===== src/id3tfp_pkg.sv =====
// shared types, codes and frame id helpers for the id3v2 text frame parser
package id3tfp_pkg;

  // parser phase codes
  localparam logic [2:0] PH_HEADER  = 3'd0;
  localparam logic [2:0] PH_ID      = 3'd1;
  localparam logic [2:0] PH_SIZE    = 3'd2;
  localparam logic [2:0] PH_FLAGS   = 3'd3;
  localparam logic [2:0] PH_PAYLOAD = 3'd4;
  localparam logic [2:0] PH_DONE    = 3'd5;

  // result event codes
  localparam logic [1:0] EV_TEXT     = 2'd0;
  localparam logic [1:0] EV_TEXT_END = 2'd1;
  localparam logic [1:0] EV_BAD_ENC  = 2'd2;
  localparam logic [1:0] EV_TAG_END  = 2'd3;

  // text encoding codes
  localparam logic [7:0] ENC_LATIN1  = 8'd0;
  localparam logic [7:0] ENC_UTF16   = 8'd1;
  localparam logic [7:0] ENC_UTF8    = 8'd3;

  // header and frame layout
  localparam logic [3:0] HDR_LEN       = 4'd10;
  localparam logic [3:0] HDR_SIZE_POS  = 4'd6;
  localparam logic [3:0] ID_LEN        = 4'd4;
  localparam logic [3:0] SIZE_LEN      = 4'd4;
  localparam logic [3:0] FLAGS_LEN     = 4'd2;
  localparam logic [33:0] FRAME_HDR_LEN = 34'd10;

  // wanted frame ids
  localparam logic [31:0] ID_TIT2 = 32'h5449_5432;
  localparam logic [31:0] ID_TALB = 32'h5441_4C42;
  localparam logic [31:0] ID_TPE1 = 32'h5450_4531;
  localparam logic [31:0] ID_TYER = 32'h5459_4552;
  localparam logic [31:0] ID_TCON = 32'h5443_4F4E;
  localparam logic [31:0] ID_COMM = 32'h434F_4D4D;

  // frame kind codes
  localparam logic [2:0] KIND_TITLE   = 3'd0;
  localparam logic [2:0] KIND_ALBUM   = 3'd1;
  localparam logic [2:0] KIND_ARTIST  = 3'd2;
  localparam logic [2:0] KIND_YEAR    = 3'd3;
  localparam logic [2:0] KIND_GENRE   = 3'd4;
  localparam logic [2:0] KIND_COMMENT = 3'd5;

  // result queue sizing
  localparam int QUEUE_DEPTH = 4;
  localparam int MAX_PUSH    = 3;

  typedef struct packed {
    logic [1:0] event_res;
    logic [7:0] value;
    logic [2:0] frame_kind;
  } id3tfp_result_t;

  // results produced by one accepted byte
  typedef struct packed {
    logic [1:0]                    count;
    id3tfp_result_t [MAX_PUSH-1:0] item;
  } id3tfp_push_t;

  typedef struct packed {
    logic       hit;
    logic [2:0] kind;
  } id3tfp_id_match_t;

  function automatic logic enc_supported(input logic [7:0] enc);
    return (enc == ENC_LATIN1) || (enc == ENC_UTF16) || (enc == ENC_UTF8);
  endfunction

  function automatic id3tfp_id_match_t id_lookup(input logic [31:0] ident);
    id3tfp_id_match_t m;
    m.hit  = 1'b1;
    m.kind = KIND_TITLE;
    unique case (ident)
      ID_TIT2: m.kind = KIND_TITLE;
      ID_TALB: m.kind = KIND_ALBUM;
      ID_TPE1: m.kind = KIND_ARTIST;
      ID_TYER: m.kind = KIND_YEAR;
      ID_TCON: m.kind = KIND_GENRE;
      ID_COMM: m.kind = KIND_COMMENT;
      default: m.hit  = 1'b0;
    endcase
    return m;
  endfunction

endpackage


===== src/id3tfp_ifs.sv =====
// byte stream and result stream channel interfaces
interface id3tfp_in_if;
  logic       valid;
  logic       ready;
  logic [7:0] data_byte;
  logic       restart;

  modport source (output valid, output data_byte, output restart, input ready);
  modport sink   (input valid, input data_byte, input restart, output ready);
endinterface

interface id3tfp_out_if;
  logic       valid;
  logic       ready;
  logic [1:0] event_res;
  logic [7:0] value;
  logic [2:0] frame_kind;

  modport source (output valid, output event_res, output value, output frame_kind,
                  input ready);
  modport sink   (input valid, input event_res, input value, input frame_kind,
                  output ready);
endinterface


===== src/id3tfp_result_queue.sv =====
// small result queue that takes up to three results a cycle and hands out one
module id3tfp_result_queue
  import id3tfp_pkg::*;
(
  input  logic               clk,
  input  logic               rst,
  input  id3tfp_push_t       push,
  output logic               room,
  id3tfp_out_if.source       result
);

  id3tfp_result_t q [QUEUE_DEPTH];
  id3tfp_result_t q_next [QUEUE_DEPTH];
  logic [2:0]     count;
  logic [2:0]     count_next;
  logic [2:0]     base;
  logic [2:0]     slot;
  logic           pop;

  assign pop  = result.valid && result.ready;
  // room for a full burst of results without looking at the sink side
  assign room = (count <= 3'(QUEUE_DEPTH - MAX_PUSH));

  // head of the queue drives the result channel
  assign result.valid      = (count != 3'd0);
  assign result.event_res  = q[0].event_res;
  assign result.value      = q[0].value;
  assign result.frame_kind = q[0].frame_kind;

  // shift out on a pop, then append the new results behind what remains
  always_comb begin
    slot = 3'd0;
    for (int i = 0; i < QUEUE_DEPTH; i++) begin
      q_next[i] = q[i];
    end
    if (pop) begin
      for (int i = 0; i < QUEUE_DEPTH - 1; i++) begin
        q_next[i] = q[i+1];
      end
    end
    base = count - {2'b00, pop};
    for (int j = 0; j < MAX_PUSH; j++) begin
      slot = base + 3'(j);
      if (2'(j) < push.count) begin
        q_next[slot[1:0]] = push.item[j];
      end
    end
    count_next = base + {1'b0, push.count};
  end

  // occupancy
  always_ff @(posedge clk) begin
    if (rst) begin
      count <= 3'd0;
    end else begin
      count <= count_next;
    end
  end

  // entry storage
  always_ff @(posedge clk) begin
    for (int i = 0; i < QUEUE_DEPTH; i++) begin
      q[i] <= q_next[i];
    end
  end

`ifndef SYNTH
  a_count_bound: assert property (@(posedge clk) disable iff (rst)
    count <= 3'(QUEUE_DEPTH))
    else $error("result queue over depth");

  a_push_fits: assert property (@(posedge clk) disable iff (rst)
    (push.count != 2'd0) |->
      ({1'b0, count} - {3'b000, pop} + {2'b00, push.count} <= 4'(QUEUE_DEPTH)))
    else $error("result queue push without room");

  a_pop_only: assert property (@(posedge clk) disable iff (rst)
    (pop && push.count == 2'd0) |=> (count == $past(count) - 3'd1))
    else $error("result queue count wrong after pop");

  a_hold_no_pop: assert property (@(posedge clk) disable iff (rst)
    (result.valid && !result.ready && push.count == 2'd0)
      |=> (count == $past(count)))
    else $error("result queue count moved while stalled");
`endif

endmodule


===== src/id3v2_text_frame_parser_core.sv =====
// id3v2.3 tag parser that emits the text of title, album, artist, year, genre and comment frames
// The block takes one tag byte per request on the stream channel and accepts a byte in every
// cycle that the queue has room; each byte is decoded combinationally from the parser state
// registers and causes zero to three results (text character, end of frame text, unsupported
// encoding, end of tag) that go into a four-entry result queue. The stream side stays ready
// while that queue holds at most one result, so with one result or less per byte and a ready
// result channel the sustained rate is one byte per cycle; the results of a byte that yields
// several leave one per cycle while the sink is ready. A request with restart set starts a new
// tag at that byte; after the end of a tag, bytes are taken and dropped until the next restart.
module id3v2_text_frame_parser_core
  import id3tfp_pkg::*;
(
  input  logic          clk,
  input  logic          rst,
  id3tfp_in_if.sink     stream,
  id3tfp_out_if.source  result
);

  typedef struct packed {
    logic [2:0]  phase;
    logic [3:0]  phase_count;
    logic [27:0] tag_size;
    logic [33:0] bytes_consumed;
    logic [31:0] frame_ident;
    logic [31:0] frame_length;
    logic [31:0] payload_index;
    logic [7:0]  text_encoding;
    logic        frame_wanted;
    logic [2:0]  kind_code;
    logic        text_stopped;
  } parse_state_t;

  localparam parse_state_t STATE_RESET = '{
    phase: PH_HEADER, phase_count: 4'd0, tag_size: 28'd0, bytes_consumed: 34'd0,
    frame_ident: 32'd0, frame_length: 32'd0, payload_index: 32'd0,
    text_encoding: 8'd0, frame_wanted: 1'b0, kind_code: 3'd0, text_stopped: 1'b0};

  parse_state_t     st;
  parse_state_t     cur;
  parse_state_t     st_next;
  logic             accept;
  logic             room;
  logic [7:0]       b;
  logic [3:0]       count_inc;
  logic [32:0]      index_inc;
  logic [33:0]      consumed_sum;
  logic             finish;
  id3tfp_id_match_t id_match;
  id3tfp_result_t   cand [MAX_PUSH];
  logic [2:0]       cand_v;
  id3tfp_push_t     push;
  logic [1:0]       n;

  assign stream.ready = room;
  assign accept       = stream.valid && stream.ready;
  assign b            = stream.data_byte;
  assign cur          = stream.restart ? STATE_RESET : st;

  // one byte step of the parser
  always_comb begin
    st_next      = cur;
    finish       = 1'b0;
    cand_v       = 3'b000;
    count_inc    = cur.phase_count + 4'd1;
    index_inc    = {1'b0, cur.payload_index} + 33'd1;
    consumed_sum = 34'd0;
    id_match     = id_lookup({cur.frame_ident[23:0], b});
    cand[0]      = '{event_res: EV_TEXT, value: b, frame_kind: cur.kind_code};
    cand[1]      = '{event_res: EV_TEXT_END, value: 8'd0, frame_kind: cur.kind_code};
    cand[2]      = '{event_res: EV_TAG_END, value: 8'd0, frame_kind: KIND_TITLE};
    unique case (cur.phase)
      PH_HEADER: begin
        if (cur.phase_count >= HDR_SIZE_POS) begin
          st_next.tag_size = {cur.tag_size[20:0], b[6:0]};
        end
        st_next.phase_count = count_inc;
        if (count_inc >= HDR_LEN) begin
          st_next.bytes_consumed = 34'd0;
          st_next.phase_count    = 4'd0;
          if (st_next.tag_size == 28'd0) begin
            cand_v[2]     = 1'b1;
            st_next.phase = PH_DONE;
          end else begin
            st_next.phase = PH_ID;
          end
        end
      end
      PH_ID: begin
        if (cur.phase_count == 4'd0 && b == 8'd0) begin
          // padding: the tag ends here
          cand_v[2]     = 1'b1;
          st_next.phase = PH_DONE;
        end else begin
          st_next.frame_ident = {cur.frame_ident[23:0], b};
          st_next.phase_count = count_inc;
          if (count_inc >= ID_LEN) begin
            st_next.frame_wanted = id_match.hit;
            st_next.kind_code    = id_match.hit ? id_match.kind : KIND_TITLE;
            st_next.phase        = PH_SIZE;
            st_next.phase_count  = 4'd0;
            st_next.frame_length = 32'd0;
          end
        end
      end
      PH_SIZE: begin
        st_next.frame_length = {cur.frame_length[23:0], b};
        st_next.phase_count  = count_inc;
        if (count_inc >= SIZE_LEN) begin
          st_next.phase       = PH_FLAGS;
          st_next.phase_count = 4'd0;
        end
      end
      PH_FLAGS: begin
        st_next.phase_count = count_inc;
        if (count_inc >= FLAGS_LEN) begin
          st_next.phase_count   = 4'd0;
          st_next.payload_index = 32'd0;
          st_next.text_encoding = ENC_LATIN1;
          st_next.text_stopped  = 1'b0;
          if (cur.frame_length == 32'd0) begin
            finish = 1'b1;
          end else begin
            st_next.phase = PH_PAYLOAD;
          end
        end
      end
      PH_PAYLOAD: begin
        if (cur.frame_wanted) begin
          if (cur.payload_index == 32'd0) begin
            // encoding byte
            st_next.text_encoding = b;
            if (!enc_supported(b)) begin
              cand[0].event_res = EV_BAD_ENC;
              cand_v[0]         = 1'b1;
            end
          end else begin
            case (cur.text_encoding)
              ENC_LATIN1: cand_v[0] = (b != 8'd0);
              ENC_UTF16: begin
                cand_v[0] = (cur.payload_index >= 32'd3) && cur.payload_index[0] &&
                            (b != 8'd0);
              end
              ENC_UTF8: begin
                if (!cur.text_stopped) begin
                  if (b == 8'd0) begin
                    st_next.text_stopped = 1'b1;
                  end else begin
                    cand_v[0] = 1'b1;
                  end
                end
              end
              default: cand_v[0] = 1'b0;
            endcase
          end
        end
        st_next.payload_index = index_inc[31:0];
        if (index_inc >= {1'b0, cur.frame_length}) begin
          finish = 1'b1;
        end
      end
      default: st_next = cur;
    endcase

    // frame close: end of text, running count and tag end check
    if (finish) begin
      cand_v[1] = cur.frame_wanted && enc_supported(st_next.text_encoding);
      consumed_sum = cur.bytes_consumed + FRAME_HDR_LEN + {2'b00, cur.frame_length};
      st_next.bytes_consumed = consumed_sum;
      if (consumed_sum >= {6'd0, cur.tag_size}) begin
        cand_v[2]     = 1'b1;
        st_next.phase = PH_DONE;
      end else begin
        st_next.phase       = PH_ID;
        st_next.phase_count = 4'd0;
      end
    end
  end

  // pack the results in order
  always_comb begin
    n         = 2'd0;
    push.item = '0;
    for (int j = 0; j < MAX_PUSH; j++) begin
      if (cand_v[j]) begin
        push.item[n] = cand[j];
        n            = n + 2'd1;
      end
    end
    push.count = accept ? n : 2'd0;
  end

  // parser state
  always_ff @(posedge clk) begin
    if (rst) begin
      st <= STATE_RESET;
    end else if (accept) begin
      st <= st_next;
    end
  end

  id3tfp_result_queue u_queue (
    .clk    (clk),
    .rst    (rst),
    .push   (push),
    .room   (room),
    .result (result)
  );

`ifndef SYNTH
  a_done_sticky: assert property (@(posedge clk) disable iff (rst)
    (st.phase == PH_DONE && !(stream.valid && stream.restart)) |=> (st.phase == PH_DONE))
    else $error("parser left the done phase without a restart");

  a_done_silent: assert property (@(posedge clk) disable iff (rst)
    (accept && !stream.restart && st.phase == PH_DONE) |-> (push.count == 2'd0))
    else $error("result produced after tag end");

  a_tag_end_moves_done: assert property (@(posedge clk) disable iff (rst)
    (accept && cand_v[2]) |=> (st.phase == PH_DONE))
    else $error("tag end without done phase");

  a_no_push_when_full: assert property (@(posedge clk) disable iff (rst)
    (push.count != 2'd0) |-> room)
    else $error("results pushed without queue room");
`endif

endmodule

===== src/flat_wrapper.sv =====
// flat-port wrapper written by rule: the top's interface ports become plain ports
module id3v2_text_frame_parser_core_flat import id3tfp_pkg::*;
  (clk, rst, stream_valid, stream_data_byte, stream_restart, stream_ready, result_valid, result_event_res, result_value, result_frame_kind, result_ready);
  id3tfp_in_if stream_i ();
  id3tfp_out_if result_i ();
  input  logic clk;
  input  logic rst;
  input wire logic [$bits(stream_i.valid)-1:0] stream_valid;
  input wire logic [$bits(stream_i.data_byte)-1:0] stream_data_byte;
  input wire logic [$bits(stream_i.restart)-1:0] stream_restart;
  output wire logic [$bits(stream_i.ready)-1:0] stream_ready;
  output wire logic [$bits(result_i.valid)-1:0] result_valid;
  output wire logic [$bits(result_i.event_res)-1:0] result_event_res;
  output wire logic [$bits(result_i.value)-1:0] result_value;
  output wire logic [$bits(result_i.frame_kind)-1:0] result_frame_kind;
  input wire logic [$bits(result_i.ready)-1:0] result_ready;
  assign stream_i.valid = stream_valid;
  assign stream_i.data_byte = stream_data_byte;
  assign stream_i.restart = stream_restart;
  assign stream_ready = stream_i.ready;
  assign result_valid = result_i.valid;
  assign result_event_res = result_i.event_res;
  assign result_value = result_i.value;
  assign result_frame_kind = result_i.frame_kind;
  assign result_i.ready = result_ready;
  id3v2_text_frame_parser_core u_core (.clk(clk), .rst(rst), .stream(stream_i), .result(result_i));
endmodule

===== config.mk =====
export PLATFORM = sky130hd
export DESIGN_NAME = id3v2_text_frame_parser_core_flat
export DESIGN_NICKNAME = d
export VERILOG_FILES = /design/src/id3tfp_pkg.sv /design/src/id3tfp_ifs.sv /design/src/id3tfp_result_queue.sv /design/src/id3v2_text_frame_parser_core.sv /design/src/flat_wrapper.sv
export SDC_FILE = /design/constraint.sdc
export NUM_CORES = 1
export LEC_CHECK = 0
export ABC_AREA = 1
export BUFFER_PORTS_ARGS = -buffer_cell sky130_fd_sc_hd__buf_4
export CAP_MARGIN = 20
export CORE_MARGIN = 5
export CORE_UTILIZATION = 40
export CTS_CLUSTER_SIZE = 24
export DETAILED_ROUTE_END_ITERATION = 6
export GPL_TIMING_DRIVEN = 0
export PLACE_DENSITY = 0.56
export SLEW_MARGIN = 10
export SYNTH_ARGS = -nofsm -noshare
export SYNTH_HDL_FRONTEND = slang
export SYNTH_HIERARCHICAL = 1
export SYNTH_SLANG_ARGS = --single-unit

===== constraint.sdc =====
create_clock -name clk -period 7 [get_ports clk]
set_input_delay 1.05 -clock clk [delete_from_list [all_inputs] [get_ports clk]]
set_output_delay 1.05 -clock clk [all_outputs]
set_load 0.03 [all_outputs]

==> results by group, run 1 <==
Run status
  • Status: finished, final reports clean

Clocking
  • Worst skew pair latency: ~0.60 ns
  • CTS sink count: ~230
  • CTS buffer count: 31
  • TritonCTS clock tree: yes
  • CTS HTree Levels: 1
  • CTS Root Cell: clkbuf_16
  • Clk slew on worst S/H paths: roughly 0.06 ns
  • Max Root-Sink Buffers: 3

Timing
  • Worst Tran Pin Value: between 1 and 1.5 ns
  • Max Fclk: ~150 MHz
  • Worst setup margin: about 0.12 ns
  • Hold Vio Cnt, Final: 0
  • Post-route minimum period: a little under 7 ns
  • Tcrit/Tclk final: 0.982
  • Setup Viol. Count Final: 0
  • Final Max Tran Viols: 0
  • Clock skew: about 0.027 ns
  • Worst slew margin: 0.327
  • RSZ-0062 raised after global routing: false

Synth
  • Ys async rst share: 0
  • Seq cells post-synth: between 200 and 250
  • Post-synth EDFFs: 0
  • Netlist cell types: 59
  • Sequential area share after synthesis: 0.241
  • Post-Syn Instances: 3079
  • Yosys warnings: 6
  • Ys flop type: dfxtp_1
  • Synthesized area per cell: between 6 and 7 um^2
  • Synthesized area: 0.0187 mm^2

Critical path
  • Critical-path top delay cell: o21ai_0
  • Crit path launch type: input port
  • Reg2Reg Depth: 35
  • Top cell by count, worst path: nand2_1
  • Crit path kind: in -> reg
  • Reg2Reg Launch Point: u_core/st[59]
  • R2R Setup Slk: 0.83 ns
  • Setup crit end kind: register
  • Worst Path Buf+Inv: 11
  • Worst setup startpoint: stream_restart
  • RR Endpoint: u_core/u_queue/q[0][6]
  • Crit path max fanout: 10
  • Data required, critical path: 7.49 ns
  • WP data arrival: roughly 7.4 ns
  • Largest stage delay, worst path: about 0.44 ns
  • Largest delay contributor family on the critical path: simple AND/OR/NAND/NOR gates

Global route
  • First-pass GRT wire length: approximately 120000 um
  • Gr usage total: 0.296
  • Overflow after GRT: 0
  • Largest net degree at the start of global routing: 20
  • Vias in the first global route: between 20k and 25k
  • Initial antenna violation count: 0

Layout
  • Area grow syn2layout: 16.0%
  • Final net count: around 3.4k
  • Most frequent cells in the layout: 723 x nand2_1, 410 x inv_1, 292 x nor2_1
  • N_diodes: 0
  • Layout Utilization: 0.467
  • Fill cells: 5026
  • Most common library cell in the layout ignoring fill and taps: nand2_1
  • Final instance area: 0.0217 mm^2
  • Share of cells above drive strength 1: 0.0894

Detailed routing
  • WL/cell: 20.3 um
  • Via density per instance: ~5.5
  • Starting DRC count in detailed routing: roughly 2.0k
  • Vias: around 21k
  • Detailed Routing Iterations Pass 1: 6
  • DRC violations left: 0
  • Final WL: around 79000 um
  • Post-route ant nets: 0

Power and ir drop
  • NetSw: approximately 2.1 mW
  • P_int: between 2 and 3 mW
  • Clock power frac: 0.322
  • Switching share of power: 0.415
  • Logic pwr share: 0.365
  • Leakage: around 10 nW
  • Cell Pwr Density: about 230 mW/mm^2
  • VDD IR max: roughly 0.17 mV
  • Share of total power in sequential cells: 0.312

Die
  • Chip width: ~230 um
  • Core Area: ~0.046 mm^2
  • Num rows: 79
  • Die H: around 230 um
  • Initial core utilization: 0.403
  • Die area: between 0.05 and 0.06 mm^2
  • Ports: 28

Worst hold path
  • Worst hold endpoint: u_core/st[123]
  • Hold_sp: u_core/st[123]
  • Worst min-delay path class: reg -> reg
  • Hold path depth: 2

Place
  • GP Congestion: around 0.96
  • Post-DP HPWL: between 60000 and 70000 um
  • Placed inst area: around 0.02 mm^2
  • Post-Place Setup Slack: -3.36 ns
  • Port bufs: 26

Run
  • Max cap viols: 0
-- worst register-to-register path: cells and delay by family (launching register included) --
family	cells	cell delay, ns
buffers and inverters	6	0.80
XOR/XNOR	1	0.31
adder cells (fa/ha/maj)	3	1.04
AND/OR/NAND/NOR	19	2.55
AO/OA/AOI/OAI	6	0.98
flip-flops	1	0.37
-- synthesized netlist by cell type, types with 14 or more instances --
cell / instances / area, um^2
nor2_1: 300 / 1130
nand2_1: 734 / 2760
ha_1: 129 / 1610
buf_2: 40 / 200
nor4_1: 19 / 119
a21oi_1: 292 / 1460
nand4_1: 56 / 350
nor3_1: 40 / 200
nand3_1: 218 / 1090
o21bai_1: 16 / 120
a31oi_1: 49 / 307
xor2_1: 43 / 377
dfxtp_1: 225 / 4500
o221a_2: 14 / 158
inv_1: 411 / 1540
clkbuf_1: 84 / 315
o21ai_0: 249 / 1250
-- per-stage QoR --
stage          power (mW)  std cells  setup TNS, ns  hold slack (ns)
2_1_floorplan        2.67       3154              0            0.440
3_3_place_gp         3.25       3787        -184.56            0.452
3_5_place_dp         3.27       3788        -184.84            0.457
4_1_cts              4.91       3857              0            0.466
5_1_grt              5.21       3885              0            0.479
6_report             4.95       3885              0            0.464
-- cell families (layout without fill, tap and decap cells) --
kind of cell / after synthesis / count (layout) / share of synthesized area
buffers and inverters: 576 / 700 / 0.124
adders and majority gates: 131 / 131 / 0.0884
other: 1 / 76 / 0.000200
xor gates and xnor gates: 48 / 48 / 0.0225
AOI/OAI and AO/OA: 673 / 673 / 0.197
DFF: 225 / 225 / 0.241
and+or+nand+nor: 1425 / 1425 / 0.328
-- area by class of cell --
class | count | area [um^2] | share of cell area
clock inverters | 9 | 80.1 | 0.00369
inverters | 426 | 1620 | 0.0745
well taps | 607 | 759 | 0.0350
plain buffers | 149 | 835 | 0.0385
clock buffers | 48 | 920 | 0.0424
multi-input cells | 2353 | 12500 | 0.574
flip-flops and latches | 225 | 4500 | 0.208
repair buffers | 68 | 538 | 0.0248
-- state kept, by name (all words and copies together), names as in the netlist --
signal	flops
u_core/st	170
u_core/u_queue/q	52
u_core/u_queue/count	3
-- power by group through the flow --
| stage | clock [mW] | combinational, mW | sequential, mW |
|---|---|---|---|
| CTS | 1.63 | 1.75 | 1.54 |
| floorplan | 0 | 1.13 | 1.54 |
| global route | 1.68 | 1.97 | 1.56 |
| global placement | 0 | 1.69 | 1.56 |
| detailed placement | 0 | 1.70 | 1.56 |
| finish | 1.59 | 1.81 | 1.54 |
-- worst max path at each step --
stage                             endpoint  cells after the start
floorplan           u_core/u_queue/q[3][0]                     45
global placement    u_core/u_queue/q[0][6]                     44
detailed placement  u_core/u_queue/q[0][6]                     44
CTS                 u_core/u_queue/q[0][6]                     46
global route        u_core/u_queue/q[0][6]                     43
finish              u_core/u_queue/q[0][6]                     40
-- repair_timing --
| item | 4_1_cts | 5_1_grt |
|---|---|---|
| hold buffers | 0 | 0 |
| setup endpoints to repair | 60 | 54 |
| resized for setup | 66 | 53 |
| buffers inserted | 13 | 27 |
| endpoints found under the hold margin | 0 | 0 |
| pin swaps | 8 | 20 |
| cloned | 0 | 1 |
-- per-layer routing --
metal / share of wire / GRT usage / vias to the layer above
met1: 0.44 / 0.396 / 9922
met2: 0.45 / 0.490 / 810
met5: 0 / 0 / -
met3: 0.073 / 0.0458 / 163
met4: 0.041 / 0.102 / 0
li1: - / - / 10419
No activity file was read; power rests on OpenSTA's default activity.
==> run 2: changes to the inputs <==
--- a/config.mk
+++ b/config.mk
@@ -14,6 +14,7 @@
 export DETAILED_ROUTE_END_ITERATION = 6
 export GPL_TIMING_DRIVEN = 0
 export PLACE_DENSITY = 0.56
+export SETUP_SLACK_MARGIN = 0.3
 export SLEW_MARGIN = 10
 export SYNTH_ARGS = -nofsm -noshare
 export SYNTH_HDL_FRONTEND = slang
==> run 2 against run 1 <==
Net effect:
- critical path depth is 2 higher
- count of clock-buffer cells in the layout shrank 6
- routed wire length is 2.4% higher
- fmax up 4.8%
- non-clock buffer count rose by 32
- via count rose by 2.0%
- critical endpoint is now u_core/u_queue/q[1][0]
- highest routed layer unchanged
==> results by group, run 2 (same netlist as run 1, synthesis figures left out) <==
Die
  • Num rows: 79 (unchanged)
  • Die area: 0.0512 mm^2 (unchanged)
  • Chip width: 226 um (unchanged)
  • Die H: 226 um (unchanged)
  • Ports: 28 (unchanged)
  • Initial core utilization: 0.403 (unchanged)
  • Core Area: 0.0465 mm^2 (unchanged)

Critical path
  • Crit path launch type: input port
  • Crit path max fanout: 10 (unchanged)
  • Largest stage delay, worst path: 0.43 ns (about the same)
  • Critical-path top delay cell: fa_2
  • Crit path kind: in -> reg
  • Data required, critical path: 7.53 ns (+0.04 ns)
  • Largest delay contributor family on the critical path: buffers and inverters
  • Setup crit end kind: register
  • Reg2Reg Depth: 37 (+5.7%)
  • RR Endpoint: u_core/u_queue/q[1][0]
  • Worst Path Buf+Inv: 15 (+4)
  • Top cell by count, worst path: buf_12
  • R2R Setup Slk: 1.18 ns (+0.35 ns)
  • Reg2Reg Launch Point: u_core/st[49]
  • WP data arrival: 7.08 ns (-0.29 ns)

Timing
  • Worst slew margin: 0.329 (+0.00118)
  • Worst Tran Pin Value: 1.01 ns (-0.00177 ns)
  • RSZ-0062 raised after global routing: false
  • Max Fclk: 152 MHz (+4.8%)
  • Setup Viol. Count Final: 0 (unchanged)
  • Clock skew: 0.0406 ns (+0.0136 ns)
  • Final Max Tran Viols: 0 (unchanged)
  • Post-route minimum period: 6.56 ns (-0.318 ns)
  • Tcrit/Tclk final: 0.937 (-0.0454)
  • Hold Vio Cnt, Final: 0 (unchanged)
  • Worst setup margin: 0.442 ns (+0.318 ns)

Clocking
  • Worst skew pair latency: 0.61 ns (about the same)
  • CTS HTree Levels: 1 (unchanged)
  • TritonCTS clock tree: yes
  • CTS Hold Buffers Added: 0 (unchanged)
  • CTS sink count: 225 (unchanged)
  • Max Root-Sink Buffers: 3 (unchanged)
  • CTS buffer count: 30 (-3.2%)
  • CTS Root Cell: clkbuf_16
  • Clk slew on worst S/H paths: 0.06 ns (about the same)

Worst hold path
  • Hold_sp: u_core/st[140]
  • Worst min-delay path class: reg -> reg
  • Hold path depth: 2 (unchanged)
  • Worst hold endpoint: u_core/st[140]

Global route
  • Largest net degree at the start of global routing: 16 (-20%)
  • Initial antenna violation count: 1 (+1)
  • Overflow after GRT: 0 (unchanged)
  • First-pass GRT wire length: 120000 um (+0.89%)
  • Gr usage total: 0.301 (+0.00468)
  • Vias in the first global route: 20.1k (-0.55%)

Layout
  • Max FFs per register: 170 (unchanged)
  • N_diodes: 0 (unchanged)
  • Most frequent cells in the layout: 716 x nand2_1, 405 x inv_1, 285 x nor2_1
  • Layout Utilization: 0.481 (+0.0136)
  • Fin cells: 3915 (+0.77%)
  • Top Registers: u_core/st x170, u_core/u_queue/q x52, u_core/u_queue/count x3
  • Fill cells: 4941 (-1.7%)
  • Final net count: 3429 (+0.91%)
  • Share of cells above drive strength 1: 0.113 (+0.0234)
  • Most flop-heavy register: u_core/st
  • Most common library cell in the layout ignoring fill and taps: nand2_1
  • Area grow syn2layout: 19.4%

Detailed routing
  • DRC violations left: 0 (unchanged)
  • Detailed Routing Iterations Pass 1: 6 (unchanged)
  • Vias: 21.7k (+2.0%)
  • WL/cell: 20.6 um (+1.7%)
  • Starting DRC count in detailed routing: 2243 (+13%)
  • Final WL: 80700 um (+2.4%)
  • Post-route ant nets: 0 (unchanged)
  • Via density per instance: 5.55 (+1.2%)

Power and ir drop
  • Tot Pwr: 5.00 mW (+1.0%)
  • Cell Pwr Density: 224 mW/mm^2 (-1.9%)
  • Leakage: 10.3 nW (+2.0%)
  • VDD IR max: 0.212 mV (+23%)

Place
  • GP Congestion: 0.946 (-1.1%)
  • Port bufs: 26 (unchanged)
  • Post-Place Setup Slack: -2.79 ns (+0.566 ns)
  • DP Cell Count: 3787 (-0.026%)
  • Post-DP HPWL: 61900 um (+1.4%)

Run status
  • Status: finished, final reports clean

Run
  • Max cap viols: 0 (unchanged)
[run 2: changes by cell type in the layout (fill, tap and decap cells not counted), sizes merged]
cell      before  now
clkinv         8   13
inv          425  424
clkbuf       135  127
bufinv         1    2
buf          130  164
clkinvlp       1    0
[run 2: power by group]
group	internal, mW	switching [mW]
clock	0.930	0.657
sequential	1.44	0.107
combinational	0.552	1.31
[run 2: metrics by stage]
step	TNS, ns	hold WS [ns]	cell area, um^2
after floorplan	0	0.440	19000
after global placement	-150.10	0.451	20000
after detailed placement	-152.42	0.457	20000
after CTS	0	0.466	21700
after global routing	0	0.483	22300
final	0	0.465	22300
[run 2: per-layer routing]
layer | global-route usage | vias to the layer above | part of all wire
met5 | 0 | - | 0
met4 | 0.106 | 0 | 0.041
met3 | 0.0312 | 144 | 0.071
met2 | 0.492 | 889 | 0.45
met1 | 0.415 | 10227 | 0.44
li1 | - | 10487 | -
[run 2: layout make-up]
| class | count | area (um^2) | share of cell area |
|---|---|---|---|
| multi-input cells | 2353 | 12800 | 0.571 |
| flip-flops and latches | 225 | 4500 | 0.202 |
| inverters | 426 | 1620 | 0.0726 |
| plain buffers | 150 | 930 | 0.0416 |
| clock buffers | 42 | 866 | 0.0388 |
| repair buffers | 99 | 766 | 0.0343 |
| well taps | 607 | 759 | 0.0340 |
| clock inverters | 13 | 126 | 0.00566 |
[run 2: worst reg2reg max path: cells and delay by family, from the launching register on]
kind	cells	cell delay, ns
AOI/OAI and AO/OA	6	1.01
xor gates and xnor gates	1	0.22
adders and majority gates	2	0.61
buffers and inverters	9	1.47
DFF	1	0.40
and+or+nand+nor	19	2.06
[run 2: repair_timing]
action / in CTS / in global routing
gates resized for setup: 110 / 98
pin swaps: 25 / 41
gates cloned: 0 / 1
setup endpoints to repair: 60 / 54
buffers inserted: 45 / 26
[run 2: how the worst max path moves through the flow]
stage                         startpoint                 endpoint  slack, ns  cells after the start
final                     stream_restart   u_core/u_queue/q[1][0]       0.44                     42
after global routing      stream_restart  u_core/u_queue/q[3][10]       0.27                     45
after CTS                 stream_restart  u_core/u_queue/count[2]       0.30                     39
after detailed placement  stream_restart   u_core/u_queue/q[0][6]      -2.79                     44
after global placement    stream_restart   u_core/u_queue/q[0][6]      -2.72                     44
after floorplan           stream_restart   u_core/u_queue/q[3][0]       0.34                     45
